[src/hw/rtl/tmd_pkg.sv]
// Shared types and constants for the matrix decompose pipeline.
// No dependencies; every file of the block imports this package.
package tmd_pkg;

    localparam int FRAC_BITS = 16;
    localparam int WORD_W    = 32;
    localparam int NCOMP     = 9;
    localparam int NQ        = 4;
    localparam int NPOS      = 3;

    // square root unit: 64-bit radicand, one result bit per stage
    localparam int SQRT_IN_W = 64;
    localparam int ROOT_W    = SQRT_IN_W / 2;
    localparam int REM_W     = ROOT_W + 2;
    localparam int SQRT_LAT  = ROOT_W;

    // fraction divider: num * 2^30 / den with num <= den
    localparam int QUOT_W    = 31;
    localparam int DIV_LAT   = QUOT_W;

    // branch vector and normalization
    localparam int VEC_W     = 35;
    localparam int MAG_W     = 33;
    localparam int UNIT_W    = 31;
    localparam int SHL_W     = 5;
    localparam int SHR_W     = 2;
    localparam int QUAT_LAT  = 6;

    typedef logic signed [WORD_W-1:0] word_t;
    typedef logic        [WORD_W-1:0] uword_t;
    typedef word_t [NCOMP-1:0]        mat_t;

    typedef struct packed {
        logic [NQ-1:0][UNIT_W-1:0] mag;
        logic [NQ-1:0]             neg;
    } tmd_qvec_t;

    typedef struct packed {
        logic signed [WORD_W-1:0] c0x;
        logic signed [WORD_W-1:0] c0y;
        logic signed [WORD_W-1:0] c0z;
        logic signed [WORD_W-1:0] c1x;
        logic signed [WORD_W-1:0] c1y;
        logic signed [WORD_W-1:0] c1z;
        logic signed [WORD_W-1:0] c2x;
        logic signed [WORD_W-1:0] c2y;
        logic signed [WORD_W-1:0] c2z;
        logic signed [WORD_W-1:0] tx_in;
        logic signed [WORD_W-1:0] ty_in;
        logic signed [WORD_W-1:0] tz_in;
    } tmd_in_t;

    typedef struct packed {
        logic signed [WORD_W-1:0] pos_x;
        logic signed [WORD_W-1:0] pos_y;
        logic signed [WORD_W-1:0] pos_z;
        logic signed [WORD_W-1:0] quat_w;
        logic signed [WORD_W-1:0] quat_x;
        logic signed [WORD_W-1:0] quat_y;
        logic signed [WORD_W-1:0] quat_z;
        logic        [WORD_W-1:0] scale_x;
        logic        [WORD_W-1:0] scale_y;
        logic        [WORD_W-1:0] scale_z;
    } tmd_out_t;

endpackage

[src/hw/rtl/tmd_div.sv]
// Pipelined restoring divider: floor(num * 2^30 / den) for num <= den.
// Depends on tmd_pkg.
module tmd_div (
    input  logic                        aclk,
    input  logic                        en,
    input  logic [tmd_pkg::WORD_W-1:0]  num,
    input  logic [tmd_pkg::WORD_W-1:0]  den,
    output logic [tmd_pkg::QUOT_W-1:0]  quot
);
    import tmd_pkg::*;

    logic [WORD_W-1:0] r_reg   [DIV_LAT-1];
    logic [WORD_W-1:0] den_reg [DIV_LAT-1];
    logic [QUOT_W-1:0] q_reg   [DIV_LAT];

    genvar k;
    generate
        for (k = 0; k < DIV_LAT; k++) begin : g_stage
            logic [WORD_W:0]   r_in;
            logic [WORD_W-1:0] den_in;
            logic [QUOT_W-1:0] q_in;
            logic              ge;

            if (k == 0) begin : g_first
                // top quotient bit: num itself against den
                assign r_in   = {1'b0, num};
                assign den_in = den;
                assign q_in   = '0;
            end else begin : g_next
                assign r_in   = {r_reg[k-1], 1'b0};
                assign den_in = den_reg[k-1];
                assign q_in   = q_reg[k-1];
            end

            assign ge = r_in >= {1'b0, den_in};

            always_ff @(posedge aclk) begin
                if (en) begin
                    q_reg[k] <= {q_in[QUOT_W-2:0], ge};
                end
            end

            if (k < DIV_LAT - 1) begin : g_carry
                logic [WORD_W-1:0] r_next;
                assign r_next = ge ? WORD_W'(r_in - {1'b0, den_in}) : r_in[WORD_W-1:0];
                always_ff @(posedge aclk) begin
                    if (en) begin
                        r_reg[k]   <= r_next;
                        den_reg[k] <= den_in;
                    end
                end
            end
        end
    endgenerate

    assign quot = q_reg[DIV_LAT-1];

endmodule

[config.mk]
export PLATFORM = sky130hd
export DESIGN_NAME = tmd_div
export DESIGN_NICKNAME = d
export VERILOG_FILES = /design/src/hw/rtl/tmd_pkg.sv /design/src/hw/rtl/tmd_div.sv
export SDC_FILE = /design/constraint.sdc
export NUM_CORES = 2
export LEC_CHECK = 0
export BUFFER_PORTS_ARGS = -buffer_cell sky130_fd_sc_hd__buf_2
export CORE_MARGIN = 8
export CORE_UTILIZATION = 45
export CTS_CLUSTER_SIZE = 20
export DETAILED_ROUTE_END_ITERATION = 8
export MAX_ROUTING_LAYER = met4
export PLACE_DENSITY_LB_ADDON = 0.12
export SETUP_SLACK_MARGIN = 0.5
export SLEW_MARGIN = 0
export SYNTH_ARGS = -nofsm -noshare
export SYNTH_HDL_FRONTEND = slang
export SYNTH_SLANG_ARGS = --single-unit
[constraint.sdc]
create_clock -name aclk -period 5.4 [get_ports aclk]
set_input_delay 1.35 -clock aclk [delete_from_list [all_inputs] [get_ports aclk]]
set_output_delay 1.35 -clock aclk [all_outputs]
set_load 0.01 [all_outputs]
After elaboration in Yosys (flattened, before gate mapping)
Memories as Yosys holds them, arrays and structs flattened.
Cells that the tools add are included.
{"block": "totals", "elab_cells": 96, "in_bits": 66, "ff_bits": 0, "output_inout_bits": 31, "n_memories": 3, "mem_bits_rw": 2881}
{"block": "op_classes", "mux": 32, "n_addsub": 30, "n_lt_le_gt_ge": 31}
{"memory": "q_reg", "depth": 31, "word_bits": 31, "rd": 31, "rd_clocked_by_memory_dff": 0, "wr": 31, "line": "tmd_div.sv:14", "text": "logic [QUOT_W-1:0] q_reg [DIV_LAT];"}
{"memory": "den_reg", "depth": 30, "word_bits": 32, "rd": 30, "rd_clocked_by_memory_dff": 0, "wr": 30, "line": "tmd_div.sv:13", "text": "logic [WORD_W-1:0] den_reg [DIV_LAT-1];"}
{"memory": "r_reg", "depth": 30, "word_bits": 32, "rd": 30, "rd_clocked_by_memory_dff": 0, "wr": 30, "line": "tmd_div.sv:12", "text": "logic [WORD_W-1:0] r_reg [DIV_LAT-1];"}
{"cell": "$ge A33 B32 Y1", "n": 30}
{"cell": "$mux W32", "n": 30}
{"cell": "$sub A32 B32 Y32", "n": 30}
{"cell": "$ge A32 B32 Y1", "n": 1}
{"cell": "$mux W1", "n": 2}

Depth between registers and ports, before layout
An unclocked memory read counts as a cell.
{"block": "logic_depth", "ltp_word": 3, "depth_mapped": 16, "depth_no_buf": 14}

Least setup slack after synthesis
No wires, ideal clock.
{"block": "synth_path", "path_type": "input-to-reg", "from": "input num[0] (netlist name)", "to": "memory r_reg[0][31] (data pin)", "path_stages": 15, "arrival_ns": 4.063, "setup_slack_ns": 1.075, "setup_ns": 0.263, "path_buffers": 2, "required_time_ns": 5.137, "path_cell_list": "inv_1 > ha_1 > fa_1 > nor2b_1 > o21ai_0 > a21boi_0 > o21ai_0 > a211oi_1 > nor3_1 > o311a_1 > or2_1 > clkbuf_1 > buf_2 > nor4_1 > nor3_1"}
{"item": "from (decl)", "line": "tmd_div.sv:6", "text": "input logic [tmd_pkg::WORD_W-1:0] num,"}
{"item": "to (decl)", "line": "tmd_div.sv:12"}

==> results.cfg <==
[drt]
remaining_drc_errors = 0
vias_per_cell = 5.583
drtIter0Drc = 7323
wl_met3_mm = 14.65
detail-route-antenna-nets = 0
vias = 92764
wl_per_cell_um = 20.80
dr_wl_met2_mm = 160.7
dr.max_layer_used = met4
drt-total-wl_mm = 345.6
drt_first_pass_iters = 7
wirelength_met1_mm = 162.3

[global_routing]
grt_pass1_wl_mm = 532.7
grt_max_degree = 127
grt_pass1_vias = 90646
overflow = 0
track_usage = 0.2120
antenna_found_initial = 11

[synth]
syn_avg_cell_area_um2 = 11.23
synth_most_common_cell = edfxtp_1
synth.cells.most_frequent = 2416 x edfxtp_1, 1241 x inv_1, 999 x a21oi_1
synth_top_area_cell = edfxtp_1
ys_ff_latch = 2416
synth_nets = 13315
synth-edff-count = 2416
synth_top_cell_area_share = 0.5285
yosysUniqueCellTypes = 104
ys_warn_count = 0
synth_area_leaders = edfxtp_1 53%, ha_1 9.0%, a21oi_1 3.6%
synthesis.area_um2 = 137300
synth.yosys.seq_area_share = 0.5285
async_flop_share = 0
ys_dominant_reg_cell = edfxtp_1
synthCells = 12228

[die]
die_x_um = 568.3
rows = 202
core_area_um2 = 303300
die-area_um2 = 323000
die_y_um = 568.3
start_util = 0.4526
pin_count = 97

[final_layout]
area_growth_syn_to_layout_pct = 10.72
fin_nets = 13500
seq_area_um2 = 72550
drive_gt1_frac = 0.07905
multi_input_area_um2 = 58780
fin_cells = 16616
fill_cells = 26829

[pwr]
p_comb_frac = 0.468
power.leakage_nw = 62.52
ir_drop_mv = 0.3010
power.total_mw = 94.60
p_sw_frac = 0.3851
pwr_density_cell_nw_per_um2 = 622.4
switching_power_mw = 36.43
clkPwrFrac = 0.201
p_int_mw = 58.17
seqPwrFrac = 0.331

[placed_design]
dp_slack_ns = 0.6229
port_buffers = 96
gp_congestion = 0.9090
post-dp-hpwl_mm = 262.3
dp_cells = 16105

[timing]
fin_worst_skew_ns = 0.05481
fmax_mhz = 227.4
fin_ws_ns = 1.002
finalCriticalPeriod_ns = 4.398
rsz0062_at_grt = no
relSlewSlack = 0.1417
post-route-period-util = 0.8145
drv_slew = 0
finalSetupViolations = 0
tightest_slew_ns = 1.274
hold_slack_ns = 0.3877
tns_ns = 0
final-hold-violation-count = 0

[cts]
cts_inserted_buffers = 284
cts_tree = done
postCtsHoldBufs = 0
post_cts_resized = 0
cts-root-buf = clkbuf_16
cts_sinks = 2416
worst_skew_pair.late_latency_ns = 0.90
clkTransAtPathRegs_ns = 0.06
cts_buffer_depth = 4
htree_levels = 5
post_cts_buffers = 0

[setup_path]
cp_cell_sequence = inv_1 -> ha_1 -> nand2b_1 -> a21oi_1 -> o21ai_0 -> a21oi_1 -> a21oi_1 -> o21a_1 -> o21ai_1 -> a21oi_4 -> inv_1 -> a311oi_1 -> nand3_1
cp.arrival_ns = 4.99
crit_required_ns = 5.99
path_common_cell = a21oi_1
slowest_delay_ns = 0.79
r2r_cells = 13
cp_max_fo = 33
crit_buf_inv = 2
crit_path_end_kind = flip-flop
startpoint_type = flip-flop
cp_num_cells = 13
critPathKind = flip-flop to flip-flop
cp_slowest_cell = a21oi_4
cp_top_family = compound AO/OA/AOI/OAI gates

[outcome]
status = completed

[min_path]
holdCritPathClass = flip-flop to flip-flop
holdPathStages = 0

[flow_run]
cap_viol_max_count = 0
routing by layer:
| layer | up-vias | global-route usage |
|---|---|---|
| met4 | 0 | 0.04609 |
| met2 | 1999 | 0.3398 |
| li1 | 45326 | - |
| met1 | 44962 | 0.2919 |
| met3 | 477 | 0.02460 |
| met5 | - | - |
cell usage in the layout, fill, tap and decap left out, types with 32 or more instances in the layout:
cell | netlist | routed
edfxtp_1 | 2416 | 2416
inv_1 | 1241 | 1241
a21oi_1 | 999 | 997
ha_1 | 991 | 991
nand2_1 | 801 | 801
o21ai_0 | 696 | 696
nor2_1 | 694 | 693
a21o_1 | 599 | 598
xnor2_1 | 465 | 465
xor2_1 | 310 | 310
clkbuf_16 | 0 | 292
mux2_2 | 231 | 231
nand3_1 | 202 | 202
nand4_1 | 160 | 160
nor2b_1 | 151 | 151
o21a_1 | 149 | 149
nand2b_1 | 148 | 148
nor3_1 | 144 | 144
mux2_1 | 134 | 134
o21bai_1 | 129 | 129
and3_1 | 109 | 109
a31oi_1 | 99 | 97
buf_4 | 7 | 97
buf_2 | 61 | 95
a211oi_1 | 88 | 88
o31ai_1 | 71 | 71
clkbuf_1 | 238 | 67
and2_1 | 58 | 58
clkinv_1 | 0 | 50
nor4_1 | 49 | 49
a21boi_0 | 46 | 46
or3_1 | 46 | 46
o211ai_1 | 44 | 44
or2_2 | 42 | 42
clkinv_2 | 0 | 36
o21ai_1 | 35 | 32
per-stage QoR:
step	utilization	instance area [µm²]
2_1_floorplan	-	137300
3_3_place_gp	0.4709	142800
3_5_place_dp	0.4709	142800
4_1_cts	0.5011	152000
5_1_grt	0.5011	152000
6_report	0.5011	152000
final cells by class:
| class | count | share of cell area |
|---|---|---|
| clock buffer | 359 | 0.04973 |
| sequential | 2416 | 0.4773 |
| multi-input combinational | 8239 | 0.3867 |
| clock inverter | 151 | 0.01059 |
| tap | 3978 | 0.03275 |
| inverter | 1249 | 0.03085 |
| timing repair buffer | 223 | 0.01200 |
| antenna | 1 | 0.00001646 |
path summary, 6_finish.rpt:
| path | startpoint | endpoint | slack [ns] |
|---|---|---|---|
| max | den_reg[0][129] | r_reg[0][190] | 1.00 |
| min | q_reg[1][141] | q_reg[1][173] | 0.39 |
| max reg2reg | den_reg[0][129] | r_reg[0][190] | 1.00 |
| min reg2reg | q_reg[1][141] | q_reg[1][173] | 0.39 |
power by group through the flow:
stage	Clock, mW	Combinational (mW)	Sequential (mW)
after global placement	0	43.3	31.8
after CTS	19.7	44.1	31.4
after global routing	20.3	49.0	31.8
final	19.0	44.3	31.3
after detailed placement	0	43.7	31.7
after floorplan	0	33.5	29.9
kinds of logic (layout without fill, tap and decap cells):
group / Yosys count / in the layout / share of synthesized area
AO/OA/AOI/OAI: 3330 / 3330 / 0.1547
XOR/XNOR: 775 / 775 / 0.04945
adder cells (fa/ha/maj): 1021 / 1021 / 0.09471
buffers and inverters: 1573 / 1982 / 0.04414
flip-flops: 2416 / 2416 / 0.5285
multiplexers: 414 / 414 / 0.03450
other: 0 / 1 / 0
AND/OR/NAND/NOR: 2699 / 2699 / 0.09400
Power figures use the tool's default switching activity.
