`src/hw/rtl/tmd_pkg.sv`:
```
// Shared types and constants for the matrix decompose pipeline.
// No dependencies; every file of the block imports this package.
package tmd_pkg;

    localparam int FRAC_BITS = 16;
    localparam int WORD_W    = 32;
    localparam int NCOMP     = 9;
    localparam int NQ        = 4;
    localparam int NPOS      = 3;

    // square root unit: 64-bit radicand, one result bit per stage
    localparam int SQRT_IN_W = 64;
    localparam int ROOT_W    = SQRT_IN_W / 2;
    localparam int REM_W     = ROOT_W + 2;
    localparam int SQRT_LAT  = ROOT_W;

    // fraction divider: num * 2^30 / den with num <= den
    localparam int QUOT_W    = 31;
    localparam int DIV_LAT   = QUOT_W;

    // branch vector and normalization
    localparam int VEC_W     = 35;
    localparam int MAG_W     = 33;
    localparam int UNIT_W    = 31;
    localparam int SHL_W     = 5;
    localparam int SHR_W     = 2;
    localparam int QUAT_LAT  = 6;

    typedef logic signed [WORD_W-1:0] word_t;
    typedef logic        [WORD_W-1:0] uword_t;
    typedef word_t [NCOMP-1:0]        mat_t;

    typedef struct packed {
        logic [NQ-1:0][UNIT_W-1:0] mag;
        logic [NQ-1:0]             neg;
    } tmd_qvec_t;

    typedef struct packed {
        logic signed [WORD_W-1:0] c0x;
        logic signed [WORD_W-1:0] c0y;
        logic signed [WORD_W-1:0] c0z;
        logic signed [WORD_W-1:0] c1x;
        logic signed [WORD_W-1:0] c1y;
        logic signed [WORD_W-1:0] c1z;
        logic signed [WORD_W-1:0] c2x;
        logic signed [WORD_W-1:0] c2y;
        logic signed [WORD_W-1:0] c2z;
        logic signed [WORD_W-1:0] tx_in;
        logic signed [WORD_W-1:0] ty_in;
        logic signed [WORD_W-1:0] tz_in;
    } tmd_in_t;

    typedef struct packed {
        logic signed [WORD_W-1:0] pos_x;
        logic signed [WORD_W-1:0] pos_y;
        logic signed [WORD_W-1:0] pos_z;
        logic signed [WORD_W-1:0] quat_w;
        logic signed [WORD_W-1:0] quat_x;
        logic signed [WORD_W-1:0] quat_y;
        logic signed [WORD_W-1:0] quat_z;
        logic        [WORD_W-1:0] scale_x;
        logic        [WORD_W-1:0] scale_y;
        logic        [WORD_W-1:0] scale_z;
    } tmd_out_t;

endpackage

```
`src/hw/rtl/tmd_isqrt.sv`:
```
// Pipelined integer square root, floor(sqrt(radicand)), one root bit per stage.
// Depends on tmd_pkg.
module tmd_isqrt (
    input  logic                           aclk,
    input  logic                           en,
    input  logic [tmd_pkg::SQRT_IN_W-1:0]  radicand,
    output logic [tmd_pkg::ROOT_W-1:0]     root
);
    import tmd_pkg::*;

    logic [SQRT_IN_W-1:0] x_reg    [SQRT_LAT-1];
    logic [REM_W-1:0]     rem_reg  [SQRT_LAT-1];
    logic [ROOT_W-1:0]    root_reg [SQRT_LAT];

    genvar k;
    generate
        for (k = 0; k < SQRT_LAT; k++) begin : g_stage
            localparam int BIT = 2 * (SQRT_LAT - 1 - k);
            logic [SQRT_IN_W-1:0] x_in;
            logic [REM_W-1:0]     rem_in;
            logic [ROOT_W-1:0]    root_in;
            logic [REM_W+1:0]     acc;
            logic [REM_W+1:0]     trial;
            logic                 ge;

            if (k == 0) begin : g_first
                assign x_in    = radicand;
                assign rem_in  = '0;
                assign root_in = '0;
            end else begin : g_next
                assign x_in    = x_reg[k-1];
                assign rem_in  = rem_reg[k-1];
                assign root_in = root_reg[k-1];
            end

            // bring down the next radicand pair, try 4*root+1
            assign acc   = {rem_in, x_in[BIT+1:BIT]};
            assign trial = {2'b00, root_in, 2'b01};
            assign ge    = acc >= trial;

            always_ff @(posedge aclk) begin
                if (en) begin
                    root_reg[k] <= {root_in[ROOT_W-2:0], ge};
                end
            end

            if (k < SQRT_LAT - 1) begin : g_carry
                logic [REM_W-1:0] rem_next;
                assign rem_next = ge ? REM_W'(acc - trial) : acc[REM_W-1:0];
                always_ff @(posedge aclk) begin
                    if (en) begin
                        x_reg[k]   <= x_in;
                        rem_reg[k] <= rem_next;
                    end
                end
            end
        end
    endgenerate

    assign root = root_reg[SQRT_LAT-1];

endmodule

```
`config.mk`:
```
export PLATFORM = sky130hd
export DESIGN_NAME = tmd_isqrt
export DESIGN_NICKNAME = d
export VERILOG_FILES = /design/src/hw/rtl/tmd_pkg.sv /design/src/hw/rtl/tmd_isqrt.sv
export SDC_FILE = /design/constraint.sdc
export NUM_CORES = 2
export LEC_CHECK = 0
export BUFFER_PORTS_ARGS = -buffer_cell sky130_fd_sc_hd__buf_2
export CELL_PAD_IN_SITES_DETAIL_PLACEMENT = 0
export CELL_PAD_IN_SITES_GLOBAL_PLACEMENT = 1
export CORE_ASPECT_RATIO = 1.1
export CORE_MARGIN = 3
export CORE_UTILIZATION = 54
export CTS_BUF_LIST = sky130_fd_sc_hd__clkbuf_4
export CTS_CLUSTER_SIZE = 8
export DETAILED_ROUTE_END_ITERATION = 12
export PLACE_DENSITY = 0.9
export SLEW_MARGIN = 30
export SYNTH_ARGS = -nofsm -noshare
export SYNTH_HDL_FRONTEND = slang
export SYNTH_SLANG_ARGS = --single-unit
export TNS_END_PERCENT = 10
```
`constraint.sdc`:
```
create_clock -name aclk -period 9 [get_ports aclk]
set_clock_uncertainty 0.1 [all_clocks]
set_input_delay 0 -clock aclk [delete_from_list [all_inputs] [get_ports aclk]]
set_output_delay 0 -clock aclk [all_outputs]
set_load 0.02 [all_outputs]
```
## After elaboration in Yosys (flattened, before gate mapping)

Memories as Yosys holds them, arrays and structs flattened.
Cells that the tools add are included.

- $add $sub $neg: 31
- Magnitude comparators: 32
- Mux-type cells: 33

Operator list:

| kind | number |
|---|---|
| $ge 36x34->1 | 31 |
| $mux 34 | 31 |
| $sub 34x34->34 | 30 |
| $sub 2x1->3 const B | 1 |
| $ge 2x1->1 const B | 1 |
| $mux 1 | 2 |

- Bits in registers: 0
- Memory bits (writable): 4062
- Input port bits: 66
- Output and inout bits: 32
- Word-level logic and storage cells: 99
- Memories kept: 3

Memory list:

| name | words | width | rd ports | clocked after memory_dff | wr ports | line | RTL |
|---|---|---|---|---|---|---|---|
| x_reg | 31 | 64 | 31 | 0 | 31 | tmd_isqrt.sv:11 | `logic [SQRT_IN_W-1:0] x_reg [SQRT_LAT-1];` |
| rem_reg | 31 | 34 | 31 | 0 | 31 | tmd_isqrt.sv:12 | `logic [REM_W-1:0] rem_reg [SQRT_LAT-1];` |
| root_reg | 32 | 32 | 32 | 0 | 32 | tmd_isqrt.sv:13 | `logic [ROOT_W-1:0] root_reg [SQRT_LAT];` |

## Logic depth before layout (Yosys ltp)

An unclocked memory read counts as a cell.

- Depth in word-level cells: 3
- Gate-level depth with buffers: 13

## Worst setup path after synthesis

OpenSTA, ideal clock, no wires.

- Kind: reg2reg
- Start point: memory rem_reg[4][46] (netlist name)
- End point: memory rem_reg[5][10] (netlist name) (data pin)
- Setup time: 0.260 ns
- Arrival time: 3.288 ns
- Required time: 8.640 ns
- Path slack: 5.351 ns
- Stages on the path, launching flop included: 12
- Buffers on the path: 4
- Path through: edfxtp_1 -> or4_4 -> or4_1 -> buf_2 -> nand2b_1 -> buf_2 -> or3_1 -> nand3b_1 -> or4_1 -> buf_2 -> buf_6 -> mux2_4

RTL lines:

| item | line |
|---|---|
| from (decl) | tmd_isqrt.sv:12 |

==> run summary <==
status -> completed
DRT Wirelength -> 237000 um
endpoint class of the critical path -> flip-flop
Clk pwr share -> 29.3%
Comb pwr share -> 21.4%
CTS tree -> built
gr ovfl total -> 0
drt drc -> 0
TritonCTS Buffers -> 643
die width -> 451 um
WL/cell -> 17.9 um
clock buffer depth -> 4
commonest non-fill, non-tap cells in the layout -> edfxtp_1 (2523), clkbuf_4 (901), inv_1 (684), a21oi_1 (641), nor2_1 (587)
commonest non-fill, non-tap cell in the layout -> edfxtp_1
H-tree levels -> 6
sw power -> 0.00939 W
synth warn -> 0
Switching Share -> 29.2%
Synth Cell Area -> 117000 um^2
clk slew on worst S/H paths -> 0.06 ns
filler instances -> 16742
DP HPWL -> 163000 um
Nets -> 10520
RSZ-0062 raised after global routing -> no
final setup fails -> 0
Post-Synth Adder-Cell Area -> 5.99%
VDD IR-drop max -> 0.157 mV
post-route cell area -> 131000 um^2
DR iter-0 viols -> 5241
Cell variety after synth -> 90
WHS Endpoint -> x_reg[5][21]
synthesized instance count -> 9073
Synth Area in XOR/XNOR -> 6.38%
actual slew at the worst max-slew pin -> 1.02 ns
Cells after DPL -> 11927
I/O pin count -> 98
Flop pwr share -> 49.4%
Simple-Gate Fraction of Synth Area -> 9.80%
Pwr Density -> 245 nW/um^2
Worst Setup Start Kind -> flip-flop
hold slack -> 0.259 ns
worst endpoint required time -> 9.98 ns
Die Span Y -> 495 um
clk root buf -> clkbuf_4
synthesized flop and latch total -> 2523
Pleak -> 51.0 nW
max-slew violations -> 0
CTS sink count -> 2523
vias -> 73390
Synth Area in Compound Gates -> 9.72%
Final ANT Viol Nets -> 0
number of buffers added on ports -> 97
Reg area -> 75800 um^2
Die ar. -> 223000 um^2
Initial Utilization -> 54.6%
Fin Setup TNS -> 0 ns
final worst path period share -> 47.7%
global-route wire length before repair -> 381000 um
initial antenna violation count -> 3
sequential cell area fraction in the yosys report -> 64.5%
hold path depth -> 0
Worst R2R End -> rem_reg[5][29]
Layout Area Growth over Synthesis -> 11.9%
Syn Area/Cell -> 12.9 um^2
internal power -> 0.0228 W
Worst Reg-to-Reg Cells -> 9
count of cells resized by post-cts repair -> 0
Post-synth EDFFs -> 2523
main combinational cell family by area after synthesis -> simple AND/OR/NAND/NOR gates
vias in the first global route -> 74549
worst skew pair latency -> 1.37 ns
Min Clock Period, post-route -> 4.30 ns
max reg flops -> 1003
mux cell area share after synthesis -> 0.843%
R2R Setup Slk -> 4.70 ns
total iterations of the first detailed-routing run -> 6
max-cap check violation count -> 0
GRT Total Usage -> 21.1%
DR vias/cell -> 5.55
Crit Path Class -> reg -> reg
share of post-route cells with drive strength above 1 -> 12.6%
fmax -> 233 MHz
multi-input logic area -> 38600 um^2
prevailing post-synth register cell -> edfxtp_1
worst r2r src -> rem_reg[4][46]
core area -> 215000 um^2
final core utilization -> 61.1%
max_slew headroom -> 32.1%
min-delay src -> x_reg[4][85]
Routability Congestion -> 0.907
Crit Path Max Fanout -> 22
dpl cell area -> 121000 um^2
Worst EP arrival -> 5.28 ns
Hold WC Path Type -> reg -> reg
Async S/R FF share, synth -> 0%
pin count of the biggest net entering global routing -> 191
Mapped Nets -> 9701
Site Rows -> 178
Cell Count, Final, Fillers Out -> 13215
Fin. Hold Viols -> 0
## metrics by stage
| step | setup WS, ns | total power (W) |
|---|---|---|
| final | 4.70 | 0.0321 |
| after global routing | 4.45 | 0.0341 |
| after CTS | 4.23 | 0.0324 |
| after detailed placement | 4.25 | 0.0228 |
| after global placement | 4.37 | 0.0226 |
| after floorplan | 5.35 | 0.0208 |
## layout make-up
cell class                      instances  share of cell area [%]
Inverter                              689                    1.97
Antenna cell                           10                  0.0190
Tap cell                             2880                    2.74
Clock inverter                        177                   0.808
Multi-Input combinational cell       5690                    29.3
Sequential cell                      2523                    57.6
Clock buffer                          901                    5.15
Timing Repair Buffer                  345                    2.34
## power groups by stage
stage	Combinational, W	Sequential, W	Clock, W
floorplan	0.00512	0.0157	0
global route	0.00767	0.0160	0.0104
global placement	0.00655	0.0161	0
detailed placement	0.00668	0.0161	0
finish	0.00687	0.0159	0.00941
CTS	0.00680	0.0159	0.00973
## how the worst max path moves through the flow
stage                   start             end  cells after the start
6_report       rem_reg[4][46]  rem_reg[5][29]                      9
5_1_grt        rem_reg[4][46]  rem_reg[5][27]                      9
4_1_cts        rem_reg[8][56]  rem_reg[9][18]                      8
3_5_place_dp   rem_reg[8][56]  rem_reg[9][18]                      8
3_3_place_gp   rem_reg[8][56]  rem_reg[9][18]                      8
2_1_floorplan  rem_reg[4][46]  rem_reg[5][10]                     11
## layer usage
| layer | wire length (um) | track usage, % |
|---|---|---|
| met1 | 95700 | 25.2 |
| met2 | 122000 | 37.4 |
| met3 | 10600 | 3.87 |
| met4 | 8680 | 9.15 |
| met5 | 0 | 0 |
## repair_timing
action                     CTS  global route
hold endpoints to repair  2133             0
hold buffers               197             0
setup buffers                0             0
## critical path, cell delays in order (launching register included)
cell and delay (ns):
edfxtp_1 0.43, or4_4 0.57, or4_1 0.55, nand2b_1 0.32, or3_1 0.37, nand3b_1 0.21
or4_1 0.86, nand2_2 0.36, nor4_1 0.10, xor2_1 0.15
## logic make-up (layout without fill, tap and decap cells)
logic type / count (synthesis) / in the layout
xor+xnor: 855 / 855
buf+inv: 860 / 2112
simple gates: 2334 / 2334
other cells: 1 / 11
compound gates: 1850 / 1850
fa+ha+maj: 562 / 562
mux: 88 / 88
flops: 2523 / 2523
## Yosys cell counts (all sizes together), types with 19 or more instances
master	number	area (um^2)
nor4	118	738
or4	54	409
nor3	232	1160
xnor2	432	3780
nand4	118	738
o41ai	19	166
a211oi	40	305
o21bai	55	413
o31ai	46	345
nand2	581	2180
nor2	591	2220
mux2	81	920
o21a	85	638
or2	48	300
a21o	219	1640
o211ai	42	320
o31a	19	166
a31oi	48	300
o21ai	441	2210
nor3b	20	155
a21boi	29	218
and3	48	300
inv	685	2570
nand3b	24	180
ha	562	7030
nand3	140	701
or3	81	512
edfxtp	2523	75800
clkbuf	155	582
a21oi	641	3210
nand2b	113	707
and2	33	206
nor2b	73	457
xor2	423	3700
Note: power is estimated with default switching activity, not from simulation.
